<file path="src/rtl/i2c_master_byte_engine_defines.svh">
// Assertion macros shared by the I2C master byte engine RTL.
// No dependencies; each macro expects signals named clk and rst in scope.
`ifndef I2C_MASTER_BYTE_ENGINE_DEFINES_SVH
`define I2C_MASTER_BYTE_ENGINE_DEFINES_SVH

// Same-cycle implication, checked outside reset.
`define I2CMBE_ASSERT_NOW(label, ante, cons, msg) \
  label: assert property (@(posedge clk) disable iff (rst) (ante) |-> (cons)) \
    else $error(msg);

// Next-cycle implication, checked outside reset.
`define I2CMBE_ASSERT_NEXT(label, ante, cons, msg) \
  label: assert property (@(posedge clk) disable iff (rst) (ante) |=> (cons)) \
    else $error(msg);

`endif

</file>
<file path="src/rtl/i2cmbe_pkg.sv">
// Package for the I2C master byte engine: request codes, line levels,
// phase tables and the per-phase line update. No dependencies.
package i2cmbe_pkg;

  // Request and command codes; REQ_NONE also marks the idle engine.
  typedef enum logic [2:0] {
    REQ_NONE  = 3'd0,
    REQ_START = 3'd1,
    REQ_STOP  = 3'd2,
    REQ_WRITE = 3'd3,
    REQ_READ  = 3'd4
  } req_t;

  localparam int unsigned PhaseW = 5;
  localparam int unsigned TickW  = 16;
  localparam logic [TickW-1:0] PhaseTicksReset = 16'd5;

  // Levels of the two bus lines, 1 released and 0 driven low.
  typedef struct packed {
    logic scl;
    logic sda;
  } lines_t;

  // Number of bus phases in each command.
  function automatic logic [PhaseW-1:0] phase_count(req_t cmd);
    logic [PhaseW-1:0] n;
    case (cmd)
      REQ_START: n = 5'd4;
      REQ_STOP:  n = 5'd3;
      REQ_WRITE: n = 5'd27;
      REQ_READ:  n = 5'd20;
      default:   n = 5'd0;
    endcase
    return n;
  endfunction

  // Bit number of a write data phase: k / 3 for k below 24, via k * 11 >> 5.
  function automatic logic [2:0] write_bit(logic [PhaseW-1:0] k);
    logic [8:0] prod;
    prod = 9'(k) * 9'd11;
    return prod[7:5];
  endfunction

  // Line levels after applying phase k of a command.
  function automatic lines_t apply_phase(req_t cmd, logic [PhaseW-1:0] k,
                                         logic [7:0] shift, logic nack,
                                         lines_t cur);
    lines_t     res;
    logic [2:0] bit_idx;
    logic [4:0] sub;
    res     = cur;
    bit_idx = write_bit(k);
    sub     = k - 5'(bit_idx) * 5'd3;
    case (cmd)
      REQ_START: begin
        if (k == 5'd0)      res.sda = 1'b1;
        else if (k == 5'd1) res.scl = 1'b1;
        else if (k == 5'd2) res.sda = 1'b0;
        else                res.scl = 1'b0;
      end
      REQ_STOP: begin
        if (k == 5'd0)      res.sda = 1'b0;
        else if (k == 5'd1) res.scl = 1'b1;
        else                res.sda = 1'b1;
      end
      REQ_WRITE: begin
        if (k < 5'd24) begin
          if (sub == 5'd0)      res.sda = shift[~bit_idx];
          else if (sub == 5'd1) res.scl = 1'b1;
          else                  res.scl = 1'b0;
        end else if (k == 5'd24) begin
          res.sda = 1'b1;
        end else if (k == 5'd25) begin
          res.scl = 1'b1;
        end else begin
          res.scl = 1'b0;
        end
      end
      REQ_READ: begin
        if (k == 5'd0) begin
          res.sda = 1'b1;
        end else if (k <= 5'd16) begin
          res.scl = k[0];
        end else if (k == 5'd17) begin
          res.sda = nack;
        end else if (k == 5'd18) begin
          res.scl = 1'b1;
        end else begin
          res.scl = 1'b0;
          res.sda = 1'b1;
        end
      end
      default: res = cur;
    endcase
    return res;
  endfunction

endpackage

</file>
<file path="src/rtl/i2c_master_byte_engine.sv">
// I2C master byte engine: phase sequencer for start, stop, byte write and read.
// Depends on i2cmbe_pkg and i2c_master_byte_engine_defines.svh.
//
// Usage: every beat on the input channel (in_valid/in_ready) is one system
// tick carrying the sampled SDA level and an optional request in req_type.
// Each input beat yields exactly one output beat (out_valid/out_ready) with
// the SCL/SDA levels, busy and done flags, the last read byte and the last
// write ACK sample. A request is taken only on a tick that finds the engine
// idle; requests while busy are dropped. phase_ticks, written through the
// cfg_valid/cfg_ready/cfg_data port, sets the ticks per bus phase (0 acts
// as 1). The sequencer state and the output beat are updated together at the
// accepting edge, so the result is registered; a new tick is accepted every
// cycle while the receiver keeps up. If the receiver stalls, the output beat
// holds and in_ready stays low, so no further tick is taken until that beat
// is accepted. Reset releases both lines, idles the sequencer and sets
// phase_ticks to 5.
`include "i2c_master_byte_engine_defines.svh"

module i2c_master_byte_engine
  import i2cmbe_pkg::*;
#(
  parameter logic [TickW-1:0] PHASE_TICKS_RESET = PhaseTicksReset
) (
  input  logic             clk,
  input  logic             rst,
  // Configuration write port
  input  logic             cfg_valid,
  output logic             cfg_ready,
  input  logic [TickW-1:0] cfg_data,
  // Tick input channel
  input  logic             in_valid,
  output logic             in_ready,
  input  logic [2:0]       req_type,
  input  logic [7:0]       write_data,
  input  logic             send_nack,
  input  logic             sda_in,
  // Result channel
  output logic             out_valid,
  input  logic             out_ready,
  output logic             scl_out,
  output logic             sda_out,
  output logic             busy_res,
  output logic             done_res,
  output logic [7:0]       read_data,
  output logic             ack_bit
);

  logic [TickW-1:0]  phase_ticks;
  req_t              cmd, cmd_next;
  logic [PhaseW-1:0] step, step_next;
  logic [TickW-1:0]  div, div_next;
  logic [7:0]        shift, shift_next;
  lines_t            lines, lines_next;
  logic              ack, ack_next;
  logic              nack_hold, nack_hold_next;
  logic [7:0]        last_read, last_read_next;
  logic              done, done_next;
  logic              in_beat;

  assign cfg_ready = 1'b1;
  assign in_ready  = !out_valid || out_ready;
  assign in_beat   = in_valid && in_ready;

  // Sequencer next state for one tick.
  always_comb begin
    logic [TickW-1:0]  period;
    logic [TickW:0]    div_inc;
    logic [PhaseW-1:0] step_inc;
    cmd_next       = cmd;
    step_next      = step;
    div_next       = div;
    shift_next     = shift;
    lines_next     = lines;
    ack_next       = ack;
    nack_hold_next = nack_hold;
    last_read_next = last_read;
    done_next      = 1'b0;
    period         = (phase_ticks == '0) ? TickW'(1) : phase_ticks;
    div_inc        = {1'b0, div} + (TickW+1)'(1);
    step_inc       = step + PhaseW'(1);
    if (cmd == REQ_NONE) begin
      // Idle: take a known request and apply its first phase at once.
      if (req_type >= 3'(REQ_START) && req_type <= 3'(REQ_READ)) begin
        cmd_next       = req_t'(req_type);
        step_next      = '0;
        div_next       = '0;
        shift_next     = (req_type == 3'(REQ_WRITE)) ? write_data : 8'd0;
        nack_hold_next = send_nack;
        lines_next     = apply_phase(req_t'(req_type), '0, shift_next, send_nack,
                                     lines);
      end
    end else if (div_inc >= {1'b0, period}) begin
      // Phase ends: sample SDA where the phase was an SCL-high sample point.
      div_next = '0;
      if (cmd == REQ_WRITE && step == 5'd25) begin
        ack_next = sda_in;
      end else if (cmd == REQ_READ && step[0] && step <= 5'd15) begin
        shift_next = {shift[6:0], sda_in};
      end
      if (step_inc >= phase_count(cmd)) begin
        if (cmd == REQ_READ) last_read_next = shift_next;
        cmd_next  = REQ_NONE;
        step_next = '0;
        done_next = 1'b1;
      end else begin
        step_next  = step_inc;
        lines_next = apply_phase(cmd, step_inc, shift_next, nack_hold, lines);
      end
    end else begin
      div_next = div_inc[TickW-1:0];
    end
  end

  // Configuration register.
  always_ff @(posedge clk) begin
    if (rst) begin
      phase_ticks <= PHASE_TICKS_RESET;
    end else if (cfg_valid && cfg_ready) begin
      phase_ticks <= cfg_data;
    end
  end

  // Sequencer state and the done flag advance on each accepted beat.
  always_ff @(posedge clk) begin
    if (rst) begin
      cmd       <= REQ_NONE;
      step      <= '0;
      div       <= '0;
      shift     <= '0;
      lines     <= '{scl: 1'b1, sda: 1'b1};
      ack       <= 1'b0;
      nack_hold <= 1'b0;
      last_read <= '0;
      done      <= 1'b0;
    end else if (in_beat) begin
      cmd       <= cmd_next;
      step      <= step_next;
      div       <= div_next;
      shift     <= shift_next;
      lines     <= lines_next;
      ack       <= ack_next;
      nack_hold <= nack_hold_next;
      last_read <= last_read_next;
      done      <= done_next;
    end
  end

  // Output beat valid flag.
  always_ff @(posedge clk) begin
    if (rst) begin
      out_valid <= 1'b0;
    end else if (in_beat) begin
      out_valid <= 1'b1;
    end else if (out_ready) begin
      out_valid <= 1'b0;
    end
  end

  // The state registers hold steady until the next accepted beat.
  assign scl_out   = lines.scl;
  assign sda_out   = lines.sda;
  assign busy_res  = (cmd != REQ_NONE);
  assign done_res  = done;
  assign read_data = last_read;
  assign ack_bit   = ack;

  `I2CMBE_ASSERT_NOW(a_idle_clean, cmd == REQ_NONE, step == '0 && div == '0,
    "idle engine with nonzero phase or divider")
  `I2CMBE_ASSERT_NOW(a_step_range, cmd != REQ_NONE, step < phase_count(cmd),
    "phase step beyond command length")
  `I2CMBE_ASSERT_NOW(a_done_idle, done, cmd == REQ_NONE,
    "done flagged while a command is still active")
  `I2CMBE_ASSERT_NEXT(a_start_busy,
    in_beat && cmd == REQ_NONE && req_type == 3'(REQ_START),
    busy_res && out_valid && !sda_out == 1'b0,
    "start request did not make the engine busy")

endmodule
</file>
<file path="config.mk">
export PLATFORM = sky130hd
export DESIGN_NAME = i2c_master_byte_engine
export DESIGN_NICKNAME = d
export VERILOG_FILES = /design/src/rtl/i2cmbe_pkg.sv /design/src/rtl/i2c_master_byte_engine.sv
export VERILOG_INCLUDE_DIRS = /design/src /design/src/rtl
export SDC_FILE = /design/constraint.sdc
export NUM_CORES = 1
export LEC_CHECK = 0
export ABC_AREA = 1
export BUFFER_PORTS_ARGS = -buffer_cell sky130_fd_sc_hd__buf_2
export CAP_MARGIN = 25
export CORE_MARGIN = 10
export CORE_UTILIZATION = 45
export CTS_CLUSTER_DIAMETER = 150
export CTS_CLUSTER_SIZE = 24
export DETAILED_ROUTE_END_ITERATION = 10
export PLACE_DENSITY = 0.67
export SKIP_LAST_GASP = 1
export SLEW_MARGIN = 20
export SYNTH_ARGS = -nofsm -noshare
export SYNTH_HDL_FRONTEND = slang
export SYNTH_SLANG_ARGS = --single-unit
</file>
<file path="constraint.sdc">
create_clock -name clk -period 6.7 [get_ports clk]
set_input_delay 0.335 -clock clk [delete_from_list [all_inputs] [get_ports clk]]
set_output_delay 0.335 -clock clk [all_outputs]
set_load 0.01 [all_outputs]
</file>
==> results of run 1 <==
[per-stage QoR]
| stage | setup WS, ns | hold WS (ns) | utilization (%) | cells | instance area, sq um |
|---|---|---|---|---|---|
| 4_1_cts | 1.20 | 0.203 | 51.3 | 888 | 5320 |
| 6_report | 1.17 | 0.213 | 51.6 | 889 | 5350 |
| 3_3_place_gp | 1.53 | 0.436 | 48.9 | 872 | 5070 |
| 3_5_place_dp | 1.21 | 0.438 | 48.9 | 872 | 5070 |
| 2_1_floorplan | 1.94 | 0.427 | - | 708 | 4790 |
| 5_1_grt | 0.696 | 0.231 | 51.6 | 889 | 5350 |
[final cells by class]
cell class | instances | area share, %
Clock buffer | 9 | 2.32
Timing Repair Buffer | 49 | 5.01
Inverter | 114 | 8.14
Sequential cell | 62 | 23.2
Tap cell | 136 | 3.18
Clock inverter | 7 | 2.27
Multi-Input combinational cell | 512 | 55.9
[cell usage in the layout (no fill, tap or decap), types with 12 or more instances in the layout]
master,Yosys,routed
sky130_fd_sc_hd__a21oi_1,42,42
sky130_fd_sc_hd__a21oi_2,12,12
sky130_fd_sc_hd__buf_2,5,48
sky130_fd_sc_hd__dfxtp_1,62,62
sky130_fd_sc_hd__ha_1,44,44
sky130_fd_sc_hd__inv_1,107,107
sky130_fd_sc_hd__nand2_1,147,147
sky130_fd_sc_hd__nand3_1,64,64
sky130_fd_sc_hd__nand3_2,12,12
sky130_fd_sc_hd__nand4_1,20,20
sky130_fd_sc_hd__nor2_1,55,55
sky130_fd_sc_hd__nor3_1,12,12
sky130_fd_sc_hd__o21ai_0,35,35
sky130_fd_sc_hd__xor2_1,14,14
[sequential cells by signal, summed over array words and instances, names as in the netlist]
| signal | flops |
|---|---|
| step | 5 |
| done_res | 1 |
| cmd | 3 |
| ack_bit | 1 |
| out_valid | 1 |
| sda_out | 1 |
| scl_out | 1 |
| phase_ticks | 16 |
| div | 16 |
| read_data | 8 |
| shift | 8 |
| nack_hold | 1 |
[final timing paths]
| kind | start | end | slack, ns | depth (start not counted) |
|---|---|---|---|---|
| setup / recovery | step[0] | sda_out | 1.17 | 30 |
| hold reg to reg | ack_bit | ack_bit | 0.46 | 2 |
| setup reg to reg | step[0] | sda_out | 1.17 | 30 |
| hold / removal | cfg_data[2] | phase_ticks[2] | 0.21 | 3 |
[power groups by stage]
| stage | Combinational (mW) | Sequential, mW | Clock [mW] |
|---|---|---|---|
| final | 0.162 | 0.396 | 0.412 |
| after detailed placement | 0.159 | 0.404 | 0 |
| after CTS | 0.160 | 0.396 | 0.419 |
| after floorplan | 0.122 | 0.402 | 0 |
| after global placement | 0.155 | 0.404 | 0 |
| after global routing | 0.184 | 0.398 | 0.433 |
[worst register-to-register path, delay by kind of cell (launching register included)]
kind | cells | cell delay, ns
adder cells (fa/ha/maj) | 6 | 2.41
AO/OA/AOI/OAI | 3 | 0.58
flip-flops | 1 | 0.65
buffers and inverters | 4 | 0.35
AND/OR/NAND/NOR | 17 | 1.42
[logic make-up (layout without fill, tap and decap cells)]
family / Yosys count / count (layout) / synth area share, %
xor+xnor: 18 / 18 / 3.29
simple gates: 340 / 340 / 33.7
flops: 62 / 62 / 25.9
other cells: 1 / 1 / 0.0783
buf+inv: 134 / 179 / 11.8
fa+ha+maj: 47 / 47 / 12.7
compound gates: 106 / 106 / 12.5
[metal layers]
| metal | wire length (um) | up-vias | track usage [%] |
|---|---|---|---|
| li1 | - | 2403 | - |
| met1 | 5970 | 2171 | 22.9 |
| met2 | 5640 | 137 | 26.0 |
| met3 | 810 | 14 | 3.51 |
| met4 | 135 | 0 | 4.66 |
| met5 | 0 | - | 0 |
==> run summary, run 1 <==
Outcome = finished, final reports clean
TritonCTS clock tree = built
Min Tclk post-route = 5.53 ns
Switching share of power = 29.3%
Max Transition Viols Final = 0
Top cells by area in the synthesized netlist = sky130_fd_sc_hd__dfxtp_1 26%, sky130_fd_sc_hd__nand2_1 12%, sky130_fd_sc_hd__ha_1 11%
Data required time at the worst endpoint = 6.93 ns
Cts bufs inserted = 9
Max H-tree Level = 3
Fraction of final layout cells with drive strength greater than 1 = 15.5%
Mean instance size in the synthesized netlist = 6.77 sq um
Leftover overflow at the end of global routing = 0
Top-Level Pins = 50
Clock Tree Root = sky130_fd_sc_hd__clkbuf_8
Ratio of final minimum period to clock period = 82.6%
Std cell rows = 37
Family with the most delay on the worst path = adder cells
Cts-stage hold buffer count = 0
First-pass GRT wire length = 21000 um
Most numerous cell types in the synthesized netlist = 147 x sky130_fd_sc_hd__nand2_1, 107 x sky130_fd_sc_hd__inv_1, 64 x sky130_fd_sc_hd__nand3_1
Largest driver fanout on the critical path = 13
Critical-path top delay cell = sky130_fd_sc_hd__dfxtp_1
Layout fillers = 1055
Detail Route Antenna Nets = 0
Internal power contribution = 0.686 mW
Chip height = 123 um
Number of antenna violations at the first check in global routing = 0
Vias per std cell = 5.31
Synthesized flop and latch total = 62
Most common cell in the synthesized netlist = sky130_fd_sc_hd__nand2_1
Maximum achievable frequency = 181 MHz
Core footprint = 10400 sq um
Gate power share = 16.7%
Initial cell density of the core = 46.2%
Clock network power share = 42.5%
Number of enable flip-flop cells after synthesis = 0
Yosys warning count = 0
Flip-flop cell with the highest count after synthesis = sky130_fd_sc_hd__dfxtp_1
FFs w/ async S/R, synth = 0%
Area of the die = 15200 sq um
Number of vias in the routed layout = 4725
Number of antenna diodes = 0
Max-cap violation count = 0
Clock sinks = 62
Count of different cell masters after synthesis = 41
Setup Total Neg Slack = 0 ns
Path type of the worst min-delay path = in -> reg
Mean routed wirelength per cell = 14.1 um
Data arrival, critical path = 5.76 ns
Number of resized instances in the post-cts repair step = 0
Via count of the first global-routing pass = 4475
Cell taking the most area after synthesis = sky130_fd_sc_hd__dfxtp_1
Stage delay of the slowest cell on the critical path = 0.65 ns
Post-synth top area share = 25.9%
Largest net degree at the start of global routing = 39
Nets = 829
Setup-failing EPs final = 0
CP most frequent cell = sky130_fd_sc_hd__nand2_1
Switching power = 0.284 mW
DRT iter0 DRCs = 345
Static Leakage = 2.62 nW
Bufs and invs on worst path = 4
Actual slew at the worst max-slew pin = 0.718 ns
Area growth from synthesis to layout = 11.6%
Unrepaired setup endpoints after global routing = false
Final Hold Violating Endpoints = 0
Slew headroom = 52.1%
Setup crit start kind = register
Total Power Consumption = 0.970 mW
Synthesized netlist net count = 789
Number of input and output port buffers inserted = 48
GRT Overall Usage = 16.7%
Overall die width = 123 um
Post-synthesis cell area = 4790 sq um
DRC = 0
VDD IR max = 0.103 mV
Post-synthesis sequential area ratio = 25.9%
Max Buffers Root-to-Sink = 2
DP HPWL = 9830 um
Post-synthesis cell count = 708
Area occupied by multi-input gates = 2990 sq um
Share of power burned in registers = 40.8%
Power density over cell area = 181 nW/um^2
Clock-pin slew on the worst setup and hold paths = 0.08 ns
Endpoint class of the critical path = register
Kind of critical path = reg -> reg
Worst Clk Skew = 0.0149 ns
Detailed Route WL = 12600 um
Weighted congestion reported at the end of routability-driven placement = 0.944
Number of iterations in the first detailed-routing pass = 5
Source-to-sink clock delay at the later pin of the worst-skew pair = 0.35 ns
Storage cell area = 1240 sq um
Post-CTS setup buffer count = 0
(Power assumes the default switching activity.)
==> run 2: changes to the inputs <==
Clock period 6.7 ns to 5.1 ns, I/O delays scaled along.
==> run 2 against run 1 <==
  * Global-route usage down 0.37 points
  * Register-to-register slack worse by 0.82 ns
  * Clock skew up 0.0027 ns
  * Cell count up 0.56%
  * Sequential cell count unchanged
  * Non-clock buffer count up 5
==> run summary, run 2 (synthesis results as in run 1) <==
Endpoint class of the critical path = register (unchanged)
Share of power burned in registers = 45.4% (was 40.8%)
Switching share of power = 33.1% (was 29.3%)
Actual slew at the worst max-slew pin = 0.715 ns (was 0.718 ns)
Maximum achievable frequency = 210 MHz (was 181 MHz)
Gate power share = 18.7% (was 16.7%)
Via count of the first global-routing pass = 4426 (was 4475)
Area of the die = 15200 sq um (unchanged)
Minimum setup slack among reg-to-reg paths = 0.35 ns (was 1.17 ns)
CP most frequent cell = sky130_fd_sc_hd__nand2_1 (unchanged)
Stage delay of the slowest cell on the critical path = 0.48 ns (was 0.65 ns)
Final setup slack of the worst path = 0.348 ns (was 1.17 ns)
DP HPWL = 9920 um (was 9830 um)
Nets = 834 (was 829)
Area of all placed cells without fillers = 5360 sq um (was 5350 sq um)
Mean routed wirelength per cell = 14.0 um (was 14.1 um)
Area growth from synthesis to layout = 11.9% (was 11.6%)
First-pass GRT wire length = 20400 um (was 21000 um)
Commonest cells after routing, fill and taps aside = 145 x sky130_fd_sc_hd__nand2_1, 106 x sky130_fd_sc_hd__inv_1, 64 x sky130_fd_sc_hd__nand3_1 (was 147 x sky130_fd_sc_hd__nand2_1, 107 x sky130_fd_sc_hd__inv_1, 64 x sky130_fd_sc_hd__nand3_1)
Largest driver fanout on the critical path = 8 (was 13)
Placed Instance Area = 5110 sq um (was 5070 sq um)
Number of iterations in the first detailed-routing pass = 6 (was 5)
Critical-path top delay cell = sky130_fd_sc_hd__fa_1 (was sky130_fd_sc_hd__dfxtp_1)
Pre-CTS worst setup slack = 0.0524 ns (was 1.21 ns)
Cts bufs inserted = 9 (unchanged)
Min Tclk post-route = 4.75 ns (was 5.53 ns)
Data required time at the worst endpoint = 5.34 ns (was 6.93 ns)
Path type of the worst min-delay path = in -> reg (unchanged)
Chip height = 123 um (unchanged)
Setup crit start kind = register (unchanged)
Fraction of final layout cells with drive strength greater than 1 = 17.4% (was 15.5%)
Number of antenna diodes = 0 (unchanged)
DRT iter0 DRCs = 318 (was 345)
Non-filler instance count after layout = 894 (was 889)
Max Buffers Root-to-Sink = 2 (unchanged)
VDD IR max = 0.201 mV (was 0.103 mV)
Number of vias in the routed layout = 4695 (was 4725)
Post-CTS setup buffer count = 0 (unchanged)
Worst Clk Skew = 0.0176 ns (was 0.0149 ns)
Power density over cell area = 213 nW/um^2 (was 181 nW/um^2)
Vias per std cell = 5.25 (was 5.31)
Source-to-sink clock delay at the later pin of the worst-skew pair = 0.36 ns (was 0.35 ns)
Overall die width = 123 um (unchanged)
Slew headroom = 52.3% (was 52.1%)
Top-Level Pins = 50 (unchanged)
Kind of critical path = reg -> reg (unchanged)
Leftover overflow at the end of global routing = 0 (unchanged)
Clock Tree Root = sky130_fd_sc_hd__clkbuf_8 (unchanged)
Max H-tree Level = 3 (unchanged)
Data arrival, critical path = 4.99 ns (was 5.76 ns)
Largest net degree at the start of global routing = 39 (unchanged)
Largest regs = div x16, phase_ticks x16 (unchanged)
Total instance count after detailed placement = 877 (was 872)
Outcome = finished, final reports clean (unchanged)
Std cell rows = 37 (unchanged)
Core footprint = 10400 sq um (unchanged)
Initial cell density of the core = 46.2% (unchanged)
Max Transition Viols Final = 0 (unchanged)
Clock-pin slew on the worst setup and hold paths = 0.08 ns (about the same)
DRC = 0 (unchanged)
Setup-failing EPs final = 0 (unchanged)
Weighted congestion reported at the end of routability-driven placement = 0.930 (was 0.944)
Internal power contribution = 0.765 mW (was 0.686 mW)
Switching power = 0.378 mW (was 0.284 mW)
GRT Overall Usage = 16.3% (was 16.7%)
Detailed Route WL = 12500 um (was 12600 um)
Detail Route Antenna Nets = 0 (unchanged)
Number of antenna violations at the first check in global routing = 0 (unchanged)
Most common cell after layout, fill and taps aside = sky130_fd_sc_hd__nand2_1 (unchanged)
Final Hold Violating Endpoints = 0 (unchanged)
Static Leakage = 2.62 nW (about the same)
Ratio of final minimum period to clock period = 93.2% (was 82.6%)
Number of input and output port buffers inserted = 48 (unchanged)
TritonCTS clock tree = built (unchanged)
Clock sinks = 62 (unchanged)
Max-cap violation count = 0 (unchanged)
Clock network power share = 35.9% (was 42.5%)
-- run 2: power groups by stage --
stage | sequential [mW] | clock, mW | combinational [mW]
floorplan | 0.528 | 0 | 0.160
global placement | 0.531 | 0 | 0.205
detailed placement | 0.532 | 0 | 0.209
CTS | 0.520 | 0.413 | 0.210
global route | 0.522 | 0.437 | 0.241
finish | 0.520 | 0.410 | 0.214
-- run 2: worst max-delay path, delay by kind of cell, from the launching register on --
kind,cells,cell delay [ns]
buffers and inverters,3,0.27
adder cells (fa/ha/maj),7,2.17
flip-flops,1,0.38
AND/OR/NAND/NOR,18,1.49
AO/OA/AOI/OAI,2,0.33
-- run 2: per-layer routing --
layer  vias up  global-route usage [%]  wire length, um
li1       2418                       -                -
met1      2132                    21.2             6040
met2       126                    26.1             5520
met3        19                    4.10              755
met4         0                    5.09              190
met5         -                       0                0
-- run 2: worst paths after layout --
| path | startpoint | to | cells after the start |
|---|---|---|---|
| min reg2reg | ack_bit | ack_bit | 2 |
| max reg2reg | step[1] | sda_out | 30 |
| min | cfg_data[0] | phase_ticks[0] | 3 |
| max | step[1] | sda_out | 30 |
-- run 2: metrics by stage --
stage               total power, mW  hold slack [ns]  TNS [ns]  util [%]
floorplan                     0.688            0.366         0         -
global placement              0.735            0.436         0      49.3
detailed placement            0.740            0.441         0      49.3
CTS                            1.14            0.124         0      51.1
global route                   1.20            0.154   -0.0512      51.7
finish                         1.14            0.125         0      51.7
-- run 2: area by class of cell --
class / instances / area (sq um)
timing repair buffer: 54 / 309
fill: 1064 / 5010
clock buffer: 10 / 138
inverter: 114 / 435
multi-input combinational: 512 / 3010
clock inverter: 6 / 46.3
sequential: 62 / 1250
tap: 136 / 170
-- run 2: timing repair --
| item | 4_1_cts | 5_1_grt |
|---|---|---|
| resized for setup | 0 | 14 |
| hold buffers | 0 | 0 |
| endpoints found under the setup margin | 0 | 2 |
